$ cat config.mk
export PLATFORM = sky130hd
export DESIGN_NAME = caption_triplet_pacer
export DESIGN_NICKNAME = d
export VERILOG_FILES = /design/src/hdl/ctp_pkg.sv /design/src/hdl/ctp_ram.sv /design/src/hdl/ctp_front.sv /design/src/hdl/ctp_cmd_fifo.sv /design/src/hdl/ctp_back.sv /design/src/hdl/caption_triplet_pacer.sv
export SDC_FILE = /design/constraint.sdc
export NUM_CORES = 2
export LEC_CHECK = 0
export BUFFER_PORTS_ARGS = -buffer_cell sky130_fd_sc_hd__buf_2
export CAP_MARGIN = 20
export CORE_UTILIZATION = 60
export DETAILED_ROUTE_END_ITERATION = 8
export GPL_TIMING_DRIVEN = 1
export HOLD_SLACK_MARGIN = 0.1
export MAX_ROUTING_LAYER = met4
export PLACE_DENSITY = 0.77
export SLEW_MARGIN = 20
export SYNTH_ARGS = -nofsm -noshare
export SYNTH_HDL_FRONTEND = slang
export SYNTH_SLANG_ARGS = --single-unit
$ cat constraint.sdc
create_clock -name clk_i -period 12.9 [get_ports clk_i]
set_input_delay 0.645 -clock clk_i [delete_from_list [all_inputs] [get_ports clk_i]]
set_output_delay 0.645 -clock clk_i [all_outputs]
set_load 0.03 [all_outputs]
$ cat src/hdl/ctp_pkg.sv
`timescale 1ns / 1ps
// ----------------------------------------------------------------------------
// ctp_pkg
// Shared types, codes and rate table for the caption triplet pacer.
// ----------------------------------------------------------------------------
package ctp_pkg;

  localparam int TripW       = 24;
  localparam int ByteW       = 8;
  localparam int TagPortW    = 32;
  localparam int CountW      = 32;
  localparam int LevelW      = 7;
  localparam int RateW       = 16;
  localparam int BudgetW     = 5;
  localparam int CfgIdxW     = 1;
  localparam int RateEntries = 8;
  localparam int RateIdxW    = 3;
  localparam int CmdDepth    = 2;

  localparam logic [RateW-1:0] RateNumReset = 16'd25;
  localparam logic [RateW-1:0] RateDenReset = 16'd1;

  // input item kinds
  localparam logic KIND_TRIPLET   = 1'b0;
  localparam logic KIND_FRAME_END = 1'b1;

  // configuration register indexes
  typedef enum logic [CfgIdxW-1:0] {
    REG_RATE_NUM = 1'b0,
    REG_RATE_DEN = 1'b1
  } cfg_reg_e;

  // command codes passed from front to back
  typedef enum logic [2:0] {
    OP_PASS_TRIP = 3'd0,
    OP_PASS_END  = 3'd1,
    OP_QUEUE     = 3'd2,
    OP_SUPPRESS  = 3'd3,
    OP_DRAIN     = 3'd4
  } cmd_op_e;

  typedef struct packed {
    cmd_op_e              op;
    logic [TripW-1:0]     trip;
    logic [BudgetW-1:0]   budget;
  } cmd_t;

  // standard frame rates, numerator
  function automatic logic [RateW-1:0] rate_num(input logic [RateIdxW-1:0] idx);
    logic [RateW-1:0] v;
    case (idx)
      3'd0:    v = 16'd24000;
      3'd1:    v = 16'd24;
      3'd2:    v = 16'd25;
      3'd3:    v = 16'd30000;
      3'd4:    v = 16'd30;
      3'd5:    v = 16'd50;
      3'd6:    v = 16'd60000;
      3'd7:    v = 16'd60;
      default: v = '0;
    endcase
    return v;
  endfunction

  // standard frame rates, denominator
  function automatic logic [RateW-1:0] rate_den(input logic [RateIdxW-1:0] idx);
    logic [RateW-1:0] v;
    case (idx)
      3'd0, 3'd3, 3'd6: v = 16'd1001;
      default:          v = 16'd1;
    endcase
    return v;
  endfunction

  // triplets per frame for each standard rate
  function automatic logic [BudgetW-1:0] std_budget(input logic [RateIdxW-1:0] idx);
    logic [BudgetW-1:0] v;
    case (idx)
      3'd0, 3'd1: v = 5'd25;
      3'd2:       v = 5'd24;
      3'd3, 3'd4: v = 5'd20;
      3'd5:       v = 5'd12;
      3'd6, 3'd7: v = 5'd10;
      default:    v = '0;
    endcase
    return v;
  endfunction

endpackage

$ cat src/hdl/ctp_ram.sv
`timescale 1ns / 1ps
// ----------------------------------------------------------------------------
// ctp_ram
// Generic single write port, single read port RAM with registered read.
// ----------------------------------------------------------------------------
module ctp_ram #(
  parameter int WIDTH = 24,
  parameter int DEPTH = 64
) (
  input  logic                     clk_i,
  input  logic                     we_i,
  input  logic [$clog2(DEPTH)-1:0] waddr_i,
  input  logic [WIDTH-1:0]         wdata_i,
  input  logic                     re_i,
  input  logic [$clog2(DEPTH)-1:0] raddr_i,
  output logic [WIDTH-1:0]         rdata_o
);

  logic [WIDTH-1:0] mem_q [DEPTH];
  logic [WIDTH-1:0] rdata_q;

  // write port
  always_ff @(posedge clk_i) begin
    if (we_i) begin
      mem_q[waddr_i] <= wdata_i;
    end
  end

  // registered read port
  always_ff @(posedge clk_i) begin
    if (re_i) begin
      rdata_q <= mem_q[raddr_i];
    end
  end

  assign rdata_o = rdata_q;

endmodule

$ cat src/hdl/ctp_front.sv
`timescale 1ns / 1ps
// ----------------------------------------------------------------------------
// ctp_front
// Holds the rate registers, scans the rate table for the budget and
// classifies each input request into a command for the back end.
// ----------------------------------------------------------------------------
module ctp_front #(
  parameter int TAG_WIDTH = 32
) (
  input  logic                          clk_i,
  input  logic                          rst_ni,
  // configuration
  input  logic                          cfg_valid_i,
  output logic                          cfg_ready_o,
  input  logic [ctp_pkg::CfgIdxW-1:0]   cfg_index_i,
  input  logic [ctp_pkg::RateW-1:0]     cfg_data_i,
  // input requests
  input  logic                          in_valid_i,
  output logic                          in_stall_o,
  input  logic                          kind_i,
  input  logic [ctp_pkg::TagPortW-1:0]  frame_tag_i,
  input  logic [ctp_pkg::ByteW-1:0]     cc_byte_a_i,
  input  logic [ctp_pkg::ByteW-1:0]     cc_byte_b_i,
  input  logic [ctp_pkg::ByteW-1:0]     cc_byte_c_i,
  // commands
  output logic                          cmd_valid_o,
  input  logic                          cmd_ready_i,
  output ctp_pkg::cmd_t                 cmd_o
);
  import ctp_pkg::*;

  localparam int TagBits = (TAG_WIDTH < TagPortW) ? TAG_WIDTH : TagPortW;

  logic [RateW-1:0]    num_q, num_d;
  logic [RateW-1:0]    den_q, den_d;
  logic                scan_busy_q, scan_busy_d;
  logic [RateIdxW-1:0] scan_idx_q, scan_idx_d;
  logic [BudgetW-1:0]  budget_q, budget_d;
  logic [TagBits-1:0]  prev_tag_q, prev_tag_d;
  logic                prev_valid_q, prev_valid_d;
  logic [2*RateW-1:0]  lhs, rhs;
  logic                rate_match;
  logic                accept;
  logic [TagBits-1:0]  tag;
  logic                repeated;

  assign cfg_ready_o = 1'b1;

  // cross-multiplied compare against the current table entry
  assign lhs        = rate_num(scan_idx_q) * den_q;
  assign rhs        = rate_den(scan_idx_q) * num_q;
  assign rate_match = (num_q != '0) && (den_q != '0) && (lhs == rhs);

  // input handshake
  assign in_stall_o  = scan_busy_q || cfg_valid_i || !cmd_ready_i;
  assign accept      = in_valid_i && !in_stall_o;
  assign cmd_valid_o = accept;

  assign tag      = frame_tag_i[TagBits-1:0];
  assign repeated = prev_valid_q && (tag == prev_tag_q);

  // classify the request
  always_comb begin
    cmd_o.trip   = {cc_byte_a_i, cc_byte_b_i, cc_byte_c_i};
    cmd_o.budget = budget_q;
    if (budget_q == '0) begin
      cmd_o.op = (kind_i == KIND_FRAME_END) ? OP_PASS_END : OP_PASS_TRIP;
    end else if (kind_i == KIND_FRAME_END) begin
      cmd_o.op = OP_DRAIN;
    end else if (repeated) begin
      cmd_o.op = OP_SUPPRESS;
    end else begin
      cmd_o.op = OP_QUEUE;
    end
  end

  // rate registers and budget scan
  always_comb begin
    num_d        = num_q;
    den_d        = den_q;
    scan_busy_d  = scan_busy_q;
    scan_idx_d   = scan_idx_q;
    budget_d     = budget_q;
    prev_tag_d   = prev_tag_q;
    prev_valid_d = prev_valid_q;

    if (scan_busy_q) begin
      if (rate_match && (budget_q == '0)) begin
        budget_d = std_budget(scan_idx_q);
      end
      if (scan_idx_q == RateIdxW'(RateEntries - 1)) begin
        scan_busy_d = 1'b0;
      end
      scan_idx_d = scan_idx_q + 1'b1;
    end

    if (cfg_valid_i) begin
      case (cfg_reg_e'(cfg_index_i))
        REG_RATE_NUM: num_d = cfg_data_i;
        REG_RATE_DEN: den_d = cfg_data_i;
        default:      num_d = num_q;
      endcase
      scan_busy_d = 1'b1;
      scan_idx_d  = '0;
      budget_d    = '0;
    end

    // paced end of frame records the picture tag
    if (accept && (cmd_o.op == OP_DRAIN)) begin
      prev_tag_d   = tag;
      prev_valid_d = 1'b1;
    end
  end

  always_ff @(posedge clk_i or negedge rst_ni) begin
    if (!rst_ni) begin
      num_q        <= RateNumReset;
      den_q        <= RateDenReset;
      scan_busy_q  <= 1'b1;
      scan_idx_q   <= '0;
      budget_q     <= '0;
      prev_tag_q   <= '0;
      prev_valid_q <= 1'b0;
    end else begin
      num_q        <= num_d;
      den_q        <= den_d;
      scan_busy_q  <= scan_busy_d;
      scan_idx_q   <= scan_idx_d;
      budget_q     <= budget_d;
      prev_tag_q   <= prev_tag_d;
      prev_valid_q <= prev_valid_d;
    end
  end

endmodule

$ cat src/hdl/ctp_cmd_fifo.sv
`timescale 1ns / 1ps
// ----------------------------------------------------------------------------
// ctp_cmd_fifo
// Short command queue that decouples the front end from the back end.
// ----------------------------------------------------------------------------
module ctp_cmd_fifo (
  input  logic          clk_i,
  input  logic          rst_ni,
  input  logic          push_valid_i,
  output logic          push_ready_o,
  input  ctp_pkg::cmd_t push_data_i,
  output logic          pop_valid_o,
  input  logic          pop_ready_i,
  output ctp_pkg::cmd_t pop_data_o
);
  import ctp_pkg::*;

  localparam int PtrW = $clog2(CmdDepth);
  localparam int CntW = $clog2(CmdDepth + 1);

  cmd_t            slot_q [CmdDepth];
  logic [PtrW-1:0] wr_q, rd_q;
  logic [CntW-1:0] cnt_q;
  logic            push, pop;

  assign push_ready_o = (cnt_q != CntW'(CmdDepth));
  assign pop_valid_o  = (cnt_q != '0);
  assign pop_data_o   = slot_q[rd_q];
  assign push         = push_valid_i && push_ready_o;
  assign pop          = pop_valid_o && pop_ready_i;

  // storage
  always_ff @(posedge clk_i) begin
    if (push) begin
      slot_q[wr_q] <= push_data_i;
    end
  end

  // pointers and fill count
  always_ff @(posedge clk_i or negedge rst_ni) begin
    if (!rst_ni) begin
      wr_q  <= '0;
      rd_q  <= '0;
      cnt_q <= '0;
    end else begin
      if (push) begin
        wr_q <= wr_q + 1'b1;
      end
      if (pop) begin
        rd_q <= rd_q + 1'b1;
      end
      if (push && !pop) begin
        cnt_q <= cnt_q + 1'b1;
      end else if (pop && !push) begin
        cnt_q <= cnt_q - 1'b1;
      end
    end
  end

endmodule

$ cat src/hdl/ctp_back.sv
`timescale 1ns / 1ps
// ----------------------------------------------------------------------------
// ctp_back
// Carries out commands: keeps the triplet queue and the counters, drains
// the queue at end of frame and holds results in an output register.
// ----------------------------------------------------------------------------
module ctp_back #(
  parameter int MAX_BACKLOG = 64
) (
  input  logic                          clk_i,
  input  logic                          rst_ni,
  // commands
  input  logic                          cmd_valid_i,
  output logic                          cmd_ready_o,
  input  ctp_pkg::cmd_t                 cmd_i,
  // results
  output logic                          out_valid_o,
  input  logic                          out_stall_i,
  output logic                          has_data_o,
  output logic [ctp_pkg::ByteW-1:0]     out_byte_a_o,
  output logic [ctp_pkg::ByteW-1:0]     out_byte_b_o,
  output logic [ctp_pkg::ByteW-1:0]     out_byte_c_o,
  output logic                          frame_end_o,
  output logic [ctp_pkg::CountW-1:0]    total_in_o,
  output logic [ctp_pkg::CountW-1:0]    total_out_o,
  output logic [ctp_pkg::CountW-1:0]    total_dropped_o,
  output logic [ctp_pkg::CountW-1:0]    total_suppressed_o,
  output logic [ctp_pkg::LevelW-1:0]    queue_level_o
);
  import ctp_pkg::*;

  localparam int PtrW = $clog2(MAX_BACKLOG);
  localparam int CntW = $clog2(MAX_BACKLOG + 1);
  localparam logic [PtrW-1:0] MaxIdx = PtrW'(MAX_BACKLOG - 1);
  localparam logic [CntW-1:0] Full   = CntW'(MAX_BACKLOG);

  typedef enum logic [1:0] {
    ST_IDLE  = 2'b01,
    ST_DRAIN = 2'b10
  } state_e;

  function automatic logic [PtrW-1:0] ptr_next(input logic [PtrW-1:0] p);
    return (p == MaxIdx) ? '0 : p + 1'b1;
  endfunction

  state_e              state_q, state_d;
  logic [PtrW-1:0]     rd_ptr_q, rd_ptr_d;
  logic [PtrW-1:0]     wr_ptr_q, wr_ptr_d;
  logic [CntW-1:0]     count_q, count_d;
  logic [BudgetW-1:0]  remain_q, remain_d;
  logic [CountW-1:0]   arrived_q, arrived_d;
  logic [CountW-1:0]   emitted_q, emitted_d;
  logic [CountW-1:0]   dropped_q, dropped_d;
  logic [CountW-1:0]   suppressed_q, suppressed_d;
  logic                out_valid_q, out_valid_d;
  logic                out_free;
  logic                load;
  logic                ld_has, ld_fend;
  logic [TripW-1:0]    ld_trip;
  logic                ram_we, ram_re;
  logic [PtrW-1:0]     ram_raddr;
  logic [TripW-1:0]    ram_rdata;
  logic [BudgetW-1:0]  take;

  // triplet store
  ctp_ram #(
    .WIDTH(TripW),
    .DEPTH(MAX_BACKLOG)
  ) u_store (
    .clk_i   (clk_i),
    .we_i    (ram_we),
    .waddr_i (wr_ptr_q),
    .wdata_i (cmd_i.trip),
    .re_i    (ram_re),
    .raddr_i (ram_raddr),
    .rdata_o (ram_rdata)
  );

  assign out_free = !out_valid_q || !out_stall_i;
  assign take     = (CntW'(cmd_i.budget) < count_q) ? cmd_i.budget : BudgetW'(count_q);

  // command execution
  always_comb begin
    state_d      = state_q;
    rd_ptr_d     = rd_ptr_q;
    wr_ptr_d     = wr_ptr_q;
    count_d      = count_q;
    remain_d     = remain_q;
    arrived_d    = arrived_q;
    emitted_d    = emitted_q;
    dropped_d    = dropped_q;
    suppressed_d = suppressed_q;
    cmd_ready_o  = 1'b0;
    ram_we       = 1'b0;
    ram_re       = 1'b0;
    ram_raddr    = rd_ptr_q;
    load         = 1'b0;
    ld_has       = 1'b0;
    ld_trip      = '0;
    ld_fend      = 1'b0;

    case (state_q)
      ST_IDLE: begin
        if (cmd_valid_i) begin
          case (cmd_i.op)
            OP_QUEUE: begin
              cmd_ready_o = 1'b1;
              arrived_d   = arrived_q + 1'b1;
              ram_we      = 1'b1;
              wr_ptr_d    = ptr_next(wr_ptr_q);
              if (count_q == Full) begin
                // overwrite the oldest entry
                rd_ptr_d  = ptr_next(rd_ptr_q);
                dropped_d = dropped_q + 1'b1;
              end else begin
                count_d = count_q + 1'b1;
              end
            end
            OP_SUPPRESS: begin
              cmd_ready_o  = 1'b1;
              arrived_d    = arrived_q + 1'b1;
              suppressed_d = suppressed_q + 1'b1;
            end
            OP_PASS_TRIP: begin
              if (out_free) begin
                cmd_ready_o = 1'b1;
                load        = 1'b1;
                ld_has      = 1'b1;
                ld_trip     = cmd_i.trip;
              end
            end
            OP_PASS_END: begin
              if (out_free) begin
                cmd_ready_o = 1'b1;
                load        = 1'b1;
                ld_fend     = 1'b1;
              end
            end
            OP_DRAIN: begin
              if (take == '0) begin
                if (out_free) begin
                  cmd_ready_o = 1'b1;
                  load        = 1'b1;
                  ld_fend     = 1'b1;
                end
              end else begin
                cmd_ready_o = 1'b1;
                ram_re      = 1'b1;
                remain_d    = take;
                state_d     = ST_DRAIN;
              end
            end
            default: begin
              cmd_ready_o = 1'b1;
            end
          endcase
        end
      end
      ST_DRAIN: begin
        // one queued triplet per cycle while the output is free
        if (out_free) begin
          load      = 1'b1;
          ld_has    = 1'b1;
          ld_trip   = ram_rdata;
          ld_fend   = (remain_q == BudgetW'(1));
          emitted_d = emitted_q + 1'b1;
          count_d   = count_q - 1'b1;
          rd_ptr_d  = ptr_next(rd_ptr_q);
          remain_d  = remain_q - 1'b1;
          if (remain_q == BudgetW'(1)) begin
            state_d = ST_IDLE;
          end else begin
            ram_re    = 1'b1;
            ram_raddr = ptr_next(rd_ptr_q);
          end
        end
      end
      default: begin
        state_d = ST_IDLE;
      end
    endcase
  end

  // output valid
  always_comb begin
    out_valid_d = out_valid_q;
    if (load) begin
      out_valid_d = 1'b1;
    end else if (!out_stall_i) begin
      out_valid_d = 1'b0;
    end
  end

  // output payload
  always_ff @(posedge clk_i) begin
    if (load) begin
      has_data_o         <= ld_has;
      out_byte_a_o       <= ld_trip[TripW-1 -: ByteW];
      out_byte_b_o       <= ld_trip[TripW-ByteW-1 -: ByteW];
      out_byte_c_o       <= ld_trip[ByteW-1:0];
      frame_end_o        <= ld_fend;
      total_in_o         <= arrived_d;
      total_out_o        <= emitted_d;
      total_dropped_o    <= dropped_d;
      total_suppressed_o <= suppressed_d;
      queue_level_o      <= LevelW'(count_d);
    end
  end

  // control state
  always_ff @(posedge clk_i or negedge rst_ni) begin
    if (!rst_ni) begin
      state_q      <= ST_IDLE;
      rd_ptr_q     <= '0;
      wr_ptr_q     <= '0;
      count_q      <= '0;
      remain_q     <= '0;
      arrived_q    <= '0;
      emitted_q    <= '0;
      dropped_q    <= '0;
      suppressed_q <= '0;
      out_valid_q  <= 1'b0;
    end else begin
      state_q      <= state_d;
      rd_ptr_q     <= rd_ptr_d;
      wr_ptr_q     <= wr_ptr_d;
      count_q      <= count_d;
      remain_q     <= remain_d;
      arrived_q    <= arrived_d;
      emitted_q    <= emitted_d;
      dropped_q    <= dropped_d;
      suppressed_q <= suppressed_d;
      out_valid_q  <= out_valid_d;
    end
  end

  assign out_valid_o = out_valid_q;

endmodule

$ cat src/hdl/caption_triplet_pacer.sv
`timescale 1ns / 1ps
// ----------------------------------------------------------------------------
// caption_triplet_pacer
// Paces caption triplets to a per-frame budget taken from the frame rate.
//
//   channel  | handshake              | payload
//   ---------+------------------------+------------------------------------
//   input    | in_valid_i / in_stall_o | kind, frame_tag, cc_byte_a/b/c
//   result   | out_valid_o / out_stall_i | has_data, bytes, frame_end, totals
//   config   | cfg_valid_i / cfg_ready_o | cfg_index_i, cfg_data_i
//
// In idle the back end accepts a queued or suppressed request whenever it is
// offered, and a pass-through request when the output register is free. End
// of frame starts a read of the triplet store, then emits one queued triplet
// per cycle while the output is free, set by the single read port of the
// triplet store. After reset and after each config write the front scans the
// rate table, and input requests stall until the scan ends. A stalled result
// holds in the output register; the front accepts until the command FIFO fills.
// ----------------------------------------------------------------------------
module caption_triplet_pacer #(
  parameter int MAX_BACKLOG = 64,
  parameter int TAG_WIDTH   = 32
) (
  input  logic                          clk_i,
  input  logic                          rst_ni,
  // configuration
  input  logic                          cfg_valid_i,
  output logic                          cfg_ready_o,
  input  logic [ctp_pkg::CfgIdxW-1:0]   cfg_index_i,
  input  logic [ctp_pkg::RateW-1:0]     cfg_data_i,
  // input requests
  input  logic                          in_valid_i,
  output logic                          in_stall_o,
  input  logic                          kind_i,
  input  logic [ctp_pkg::TagPortW-1:0]  frame_tag_i,
  input  logic [ctp_pkg::ByteW-1:0]     cc_byte_a_i,
  input  logic [ctp_pkg::ByteW-1:0]     cc_byte_b_i,
  input  logic [ctp_pkg::ByteW-1:0]     cc_byte_c_i,
  // results
  output logic                          out_valid_o,
  input  logic                          out_stall_i,
  output logic                          has_data_o,
  output logic [ctp_pkg::ByteW-1:0]     out_byte_a_o,
  output logic [ctp_pkg::ByteW-1:0]     out_byte_b_o,
  output logic [ctp_pkg::ByteW-1:0]     out_byte_c_o,
  output logic                          frame_end_o,
  output logic [ctp_pkg::CountW-1:0]    total_in_o,
  output logic [ctp_pkg::CountW-1:0]    total_out_o,
  output logic [ctp_pkg::CountW-1:0]    total_dropped_o,
  output logic [ctp_pkg::CountW-1:0]    total_suppressed_o,
  output logic [ctp_pkg::LevelW-1:0]    queue_level_o
);
  import ctp_pkg::*;

  logic cf_push_valid, cf_push_ready;
  logic cf_pop_valid, cf_pop_ready;
  cmd_t cf_push_data, cf_pop_data;

  // front end: rate lookup and classification
  ctp_front #(
    .TAG_WIDTH(TAG_WIDTH)
  ) u_front (
    .clk_i       (clk_i),
    .rst_ni      (rst_ni),
    .cfg_valid_i (cfg_valid_i),
    .cfg_ready_o (cfg_ready_o),
    .cfg_index_i (cfg_index_i),
    .cfg_data_i  (cfg_data_i),
    .in_valid_i  (in_valid_i),
    .in_stall_o  (in_stall_o),
    .kind_i      (kind_i),
    .frame_tag_i (frame_tag_i),
    .cc_byte_a_i (cc_byte_a_i),
    .cc_byte_b_i (cc_byte_b_i),
    .cc_byte_c_i (cc_byte_c_i),
    .cmd_valid_o (cf_push_valid),
    .cmd_ready_i (cf_push_ready),
    .cmd_o       (cf_push_data)
  );

  // command queue
  ctp_cmd_fifo u_cmd_fifo (
    .clk_i        (clk_i),
    .rst_ni       (rst_ni),
    .push_valid_i (cf_push_valid),
    .push_ready_o (cf_push_ready),
    .push_data_i  (cf_push_data),
    .pop_valid_o  (cf_pop_valid),
    .pop_ready_i  (cf_pop_ready),
    .pop_data_o   (cf_pop_data)
  );

  // back end: triplet queue, counters and results
  ctp_back #(
    .MAX_BACKLOG(MAX_BACKLOG)
  ) u_back (
    .clk_i              (clk_i),
    .rst_ni             (rst_ni),
    .cmd_valid_i        (cf_pop_valid),
    .cmd_ready_o        (cf_pop_ready),
    .cmd_i              (cf_pop_data),
    .out_valid_o        (out_valid_o),
    .out_stall_i        (out_stall_i),
    .has_data_o         (has_data_o),
    .out_byte_a_o       (out_byte_a_o),
    .out_byte_b_o       (out_byte_b_o),
    .out_byte_c_o       (out_byte_c_o),
    .frame_end_o        (frame_end_o),
    .total_in_o         (total_in_o),
    .total_out_o        (total_out_o),
    .total_dropped_o    (total_dropped_o),
    .total_suppressed_o (total_suppressed_o),
    .queue_level_o      (queue_level_o)
  );

endmodule

==> Word-level counts from Yosys, hierarchy flattened <==
Memory sizes are Yosys's and may differ from the RTL's. A register that Yosys moved wholly into a read port is not among the register bits.
Index checks and enable logic that the tools add are counted.
{ "classes": {"multipliers": 2, "order_cmp": 1, "bitwise_logic": 1, "n_mux": 90, "add_sub_neg": 14, "reduce_logical": 40, "eq_ne": 25} }
{ "ops": {"columns": ["operator", "count"], "rows": [
  ["2-to-1 mux 32 bit", 12],
  ["adder 32 x 1 -> 32 bit (second input constant)", 4],
  ["2-to-1 mux 24 bit", 4],
  ["== test 32 bit", 2],
  ["2-to-1 mux 6 bit", 9],
  ["one-hot mux 24 bit (2 select lines)", 1],
  ["2-to-1 mux 5 bit", 8],
  ["multiplier 16 x 16 -> 32 bit", 1],
  ["nonzero test 16 bit", 2],
  ["2-to-1 mux 1 bit", 29],
  ["2-to-1 mux 7 bit", 4],
  ["multiplier 10 x 16 -> 26 bit", 1],
  ["AND reduction 5 bit", 3],
  ["2-to-1 mux 2 bit", 7],
  ["one-hot mux 1 bit (2 select lines)", 7],
  ["one-hot mux 7 bit (2 select lines)", 1],
  ["adder 6 x 1 -> 6 bit (second input constant)", 2],
  ["== test 3 bit (second input constant)", 4],
  ["== test 6 bit (second input constant)", 2],
  ["2-to-1 mux 3 bit", 4],
  ["one-hot mux 6 bit (2 select lines)", 1],
  ["logical AND 1 bit", 10],
  ["logical NOT 5 bit", 2],
  ["2-to-1 mux 10 bit", 1],
  ["other kinds (27)", 52]
]} }
{ "word_totals": {"mem_bits_rw": 1600, "output_inout_bits": 164, "wordCells": 207, "mem_count": 4, "in_bits": 79, "romBits": 168, "ff_bits": 394} }
{ "mem_list": {"columns": ["memory", "words", "width", "read_ports", "rd_ports_with_merged_regs", "write_ports", "line", "text"], "rows": [
  ["u_back.u_store.mem_q", 64, 24, 1, 1, 1, "ctp_ram.sv:19", "logic [WIDTH-1:0] mem_q [DEPTH];"],
  ["(name not given)", 8, 16, 1, 0, 0, "ctp_pkg.sv:51", "case (idx)"],
  ["u_cmd_fifo.slot_q", 2, 32, 1, 0, 1, "ctp_cmd_fifo.sv:21", "cmd_t slot_q [CmdDepth];"],
  ["(name not given)", 8, 5, 1, 0, 0, "ctp_pkg.sv:78", "case (idx)"]
]} }

==> Longest topological paths before layout <==
An unclocked memory read counts as a cell.
{ "logic_depth": {"word_depth": 12, "mapped_depth": 30, "ltp_nobuf": 28} }

==> Hierarchy <==
A second synthesis with hierarchy kept.
{ "hier_totals": {"cells_unflattened": 5382, "area_unflattened_um2": 91256.3} }
{ "by_module_without_submodules": {"columns": ["mod", "cells_per_inst", "instances", "area_per_inst_um2", "seq_area_each_um2"], "rows": [
  ["ctp_ram", 2546, 1, 59450.8, 46844.9],
  ["ctp_front", 1745, 1, 16241.8, 1858.0],
  ["ctp_back", 973, 1, 12904.9, 8714.6],
  ["ctp_cmd_fifo", 118, 1, 2658.8, 2021.9]
]} }

==> Worst setup path before layout <==
No wires, ideal clock.
{ "synth_timing": {"path_kind": "flip-flop to flip-flop", "from": "register u_cmd_fifo.rd_q", "to": "register u_back.frame_end_o (enable)", "arrival_ns": 9.194, "slack_ns": 3.022, "synth_period_minus_slack_ns": 9.878, "setup_time_ns": 0.684, "n_path_buf": 1, "t_required_ns": 12.216, "stages_incl_launch_ff": 13, "path_cell_list": "dfrtp_1 buf_2 mux2_2 ha_1 a21boi_0 o21ai_0 nand2b_1 a41oi_2 mux2_2 nand2b_1 nand2_1 a21oi_1 nor2_1"} }
{ "synth_via": {"elab_chain_cells": 8, "elab_cells_between_ends": 12, "classes_between": "1 x order compare; 2 x eq/ne; 5 x mux; 3 x reduce/logical; 1 x memory"} }
{ "synth_rtl": {"columns": ["item", "line", "text"], "rows": [
  ["from (decl)", "ctp_cmd_fifo.sv:22", "logic [PtrW-1:0] wr_q, rd_q;"],
  ["from (signal assigned)", "ctp_cmd_fifo.sv:50", "rd_q <= rd_q + 1'b1;"],
  ["memory read (2 x 32 bit) (*)", null, null],
  ["< comparator 5 x 7 -> 1 bit", "ctp_back.sv:80", "assign take = (CntW'(cmd_i.budget) < count_q) ? cmd_i.budget : BudgetW'(count_q);"],
  ["2-to-1 mux 5 bit", "ctp_back.sv:80", null],
  ["logical NOT 5 bit", "ctp_back.sv:140", "if (take == '0) begin"],
  ["2-to-1 mux 1 bit", "ctp_back.sv:140", null],
  ["one-hot mux 1 bit (2 select lines) (*)", "ctp_back.sv:105", "case (cmd_i.op)"],
  ["2-to-1 mux 1 bit (*)", "ctp_back.sv:104", "if (cmd_valid_i) begin"],
  ["one-hot mux 1 bit (2 select lines) (*)", "ctp_back.sv:102", "case (state_q)"],
  ["named net u_back.load", "ctp_back.sv:57", "logic load;"],
  ["to (signal assigned)", "ctp_back.sv:201", "frame_end_o <= ld_fend;"],
  ["to (decl)", "ctp_back.sv:23", "output logic frame_end_o,"]
]} }
The timed path passes the listed nets; every way through them passes the cells marked *.
A chain may end at the register's enable or synchronous reset.

==> Worst setup path after layout <==
{ "layout_timing": {"from": "register u_front.scan_idx_q[2]", "to": "register u_front.budget_q[2]"} }
{ "layout_via": {"elab_chain_cells": 9, "elab_cells_between_ends": 17, "classes_between": "2 x mul; 3 x eq/ne; 4 x mux; 6 x reduce/logical; 2 x memory"} }
{ "layout_rtl": {"columns": ["item", "line", "text"], "rows": [
  ["from (decl)", "ctp_front.sv:37", "logic [RateIdxW-1:0] scan_idx_q, scan_idx_d;"],
  ["from (signal assigned)", "ctp_front.sv:128", "scan_idx_q <= scan_idx_d;"],
  ["== test 3 x 2 -> 1 bit (tied with other cells)", "ctp_pkg.sv:68", "case (idx)"],
  ["OR reduction 3 bit", "ctp_pkg.sv:68", null],
  ["2-to-1 mux 10 bit", "ctp_pkg.sv:68", null],
  ["multiplier 10 x 16 -> 26 bit", "ctp_front.sv:51", "assign rhs = rate_den(scan_idx_q) * num_q;"],
  ["== test 32 bit", "ctp_front.sv:52", "assign rate_match = (num_q != '0) && (den_q != '0) && (lhs == rhs);"],
  ["logical AND 1 bit", "ctp_front.sv:52", null],
  ["logical AND 1 bit", "ctp_front.sv:88", "if (rate_match && (budget_q == '0)) begin"],
  ["nonzero test 2 bit (no source line)", null, null],
  ["AND reduction 2 bit (no source line)", null, null],
  ["to (signal assigned)", "ctp_front.sv:129", "budget_q <= budget_d;"],
  ["to (decl)", "ctp_front.sv:38", "logic [BudgetW-1:0] budget_q, budget_d;"]
]} }
Parallel ways exist; a longest one is shown, timed or not. The select of a mux whose other input is x is not followed.

==> impl_metrics.yaml <==
die:
  die_height_um: 391
  die_w_um: 391
  die-area_um2: 153000
  num_rows: 142
  initial_utilization_pct: 60.6
  core-area_um2: 150000
  io_pins: 243
timing:
  whs_ns: 0.153
  fin_crit_sh_pct: 64.6
  slew_viol_final: 0
  setup_viol: 0
  fin_crit_ns: 8.34
  fin_skew_ns: 0.0654
  finalHoldViolations: 0
  rsz0062_at_grt: "false"
  worst_pin_slew_ns: 1.13
  clock.fmax_ghz: 0.120
  slew_headroom_pct: 24.7
  setup_tns_ns: 0
synth:
  synth_top_cell_by_area: "edfxtp_1"
  synth.most_common_cell: "edfxtp_1"
  yosys-top-cells-count: "edfxtp_1 (1785), nand2_1 (699), mux4_2 (384), inv_1 (366), fa_1 (253)"
  synthArstFlopShare_pct: 11.5
  synth_edf_count: 1785
  synth_area_leaders: "edfxtp_1 (59%), mux4_2 (9.5%), dfrtp_1 (6.3%)"
  ys_ff_latch: 2018
  yosys_warnings: 0
  postSynthAreaPerCell_um2: 16.1
  synthDistinctLibCells: 101
  synthCells: 5650
  ys_seq_area_share_pct: 65.4
  syn-num-nets: 6189
  synth_top_area_share_pct: 59.0
  synth_flop_cell: "edfxtp_1"
  synth_area_um2: 90800
detailed_routing:
  drtIter0Drc: 5586
  drc: 0
  wl_per_cell_um: 27.1
  via_count: 51600
  routed_via_density: 6.28
  ant_nets: 0
  firstDrtPassIters: 6
  routed_wirelength_um: 223000
finish:
  fin_area_um2: 102000
  finalNonFillerCells: 8223
  fin_nets: 6568
  layout-drive-gt1-share_pct: 20.3
  syn_to_final_growth_pct: 12.0
global_routing:
  grt_pass1_wl_um: 333000
  grt_max_degree: 168
  grt_pass1_vias: 52700
  grt_use_total_pct: 30.6
  grt_overflow: 0
  antenna_found_initial: 12
critical_path:
  cp_max_fo: 27
  required_ns: 13.63
  endpoint: "u_front.budget_q[2]"
  end_kind: "flip-flop"
  r2r_setup_slack_ns: 4.56
  critical_path_class: "reg2reg"
  critPathLaunch: "u_front.scan_idx_q[2]"
  r2r-end: "u_front.budget_q[2]"
  rr_worst_depth: 24
  cp-start-kind: "flip-flop"
  r2r-start: "u_front.scan_idx_q[2]"
  cp.arrival_ns: 9.06
placement:
  placed_cell_area_um2: 94600
  hpwl_um: 134000
  routabilityCongestion: 0.906
  io_buffers: 241
  dp_cells: 7776
worst_hold_path:
  hold_class: "in2reg"
  min_from: "frame_tag_i[16]"
cts:
  clockBufferDepth: 3
  cts-root-buf: "clkbuf_16"
  h-tree-depth: 4
  post_cts_buffers: 0
  cts_tree: "built"
  clock-sinks: 2018
  cts_resized: 0
  cts_made_buffers: 195
  clock_latency_ns: 0.84
  clk_pin_slew_ns: 0.07
  cts_hold_buf: 70
job:
  cap_violations: 0
outcome:
  outcome: "finished clean"
-- per-layer routing --
metal	global-route usage, %	routed length, um	part of all wire (%)	vias up
met5	-	0	0	-
met1	39.1	82700	37	26300
met2	47.8	108000	49	2944
li1	-	-	-	21800
met3	6.59	21100	9.5	558
met4	13.5	10800	4.8	0
-- stage by stage --
stage,util [%],setup slack (ns)
after CTS,67.8,4.52
after floorplan,-,3.02
after detailed placement,63.1,4.61
after global routing,67.8,4.06
after global placement,63.1,4.39
final,67.8,4.56
-- cell type report --
| type | instances | area [um^2] |
|---|---|---|
| multi-input combinational | 3018 | 29100 |
| sequential | 2018 | 59400 |
| antenna | 14 | 35.0 |
| clock buffer | 244 | 5130 |
| tap | 2016 | 2520 |
| clock inverter | 117 | 1200 |
| inverter | 366 | 1370 |
| fill | 9743 | 48200 |
| timing repair buffer | 430 | 2900 |
-- cell families (layout without fill, tap and decap cells) --
family / count (synthesis) / in the layout / share of synthesized area, %
AO/OA/AOI/OAI: 351 / 351 / 2.64
XOR/XNOR: 234 / 234 / 2.26
adder cells (fa/ha/maj): 460 / 460 / 8.43
buffers and inverters: 614 / 1157 / 2.86
flip-flops: 2018 / 2018 / 65.4
multiplexers: 492 / 492 / 10.8
other: 1 / 15 / 0.00413
AND/OR/NAND/NOR: 1480 / 1480 / 7.52
-- flip-flops by register name (all words and copies together) (netlist names), 7 cells and up --
| signal | cells |
|---|---|
| u_back.u_store.rdata_o | 24 |
| u_back.count_q | 7 |
| u_front.den_q | 16 |
| u_front.prev_tag_q | 32 |
| u_back.dropped_q | 32 |
| u_back.queue_level_o | 7 |
| u_back.u_store.mem_q | 1536 |
| u_front.num_q | 16 |
| u_back.out_byte_c_o | 8 |
| u_back.total_suppressed_o | 32 |
| u_cmd_fifo.slot_q | 64 |
| u_back.total_out_o | 32 |
| u_back.out_byte_a_o | 8 |
| u_back.emitted_q | 32 |
| u_back.suppressed_q | 32 |
| u_back.out_byte_b_o | 8 |
| u_back.arrived_q | 32 |
| u_back.total_dropped_o | 32 |
| u_back.total_in_o | 32 |
-- cells in the final DEF (no fill, tap or decap), types with 146 or more instances in the layout --
cell type	n
buf_2	240
clkbuf_16	196
dfrtp_1	227
edfxtp_1	1785
fa_1	253
ha_1	206
inv_1	366
mux4_2	384
nand2_1	698
nand3_1	214
xnor2_1	146
-- critical path, cell delays in order, from the launching register on --
cell	delay (ns)
dfrtp_1	0.94
inv_1	0.45
nand2_1	0.23
nand2_1	0.42
and2_1	0.36
fa_1	0.52
inv_1	0.06
fa_1	0.54
inv_1	0.05
fa_1	0.52
inv_1	0.06
fa_1	0.57
fa_1	0.44
fa_1	0.50
inv_1	0.04
ha_1	0.38
a21oi_1	0.33
o21ai_1	0.21
or4_1	0.57
nand3_1	0.10
xnor2_1	0.13
nand4_2	0.14
nor4_4	0.43
nand4_1	0.15
o21ai_1	0.10
-- worst min-delay path by stage --
stage	end	slack, ns	cells past startpoint
2_1_floorplan	u_back.arrived_q[0]	0.35	0
3_3_place_gp	u_back.dropped_q[31]	0.45	1
6_report	u_front.prev_tag_q[16]	0.15	2
3_5_place_dp	u_back.emitted_q[31]	0.45	1
5_1_grt	u_front.prev_tag_q[29]	0.13	2
4_1_cts	u_front.prev_tag_q[16]	0.10	2
Power is left out: the tool's default activity adds up to more than one toggle a clock period on the data nets, which glitch-free logic cannot reach.
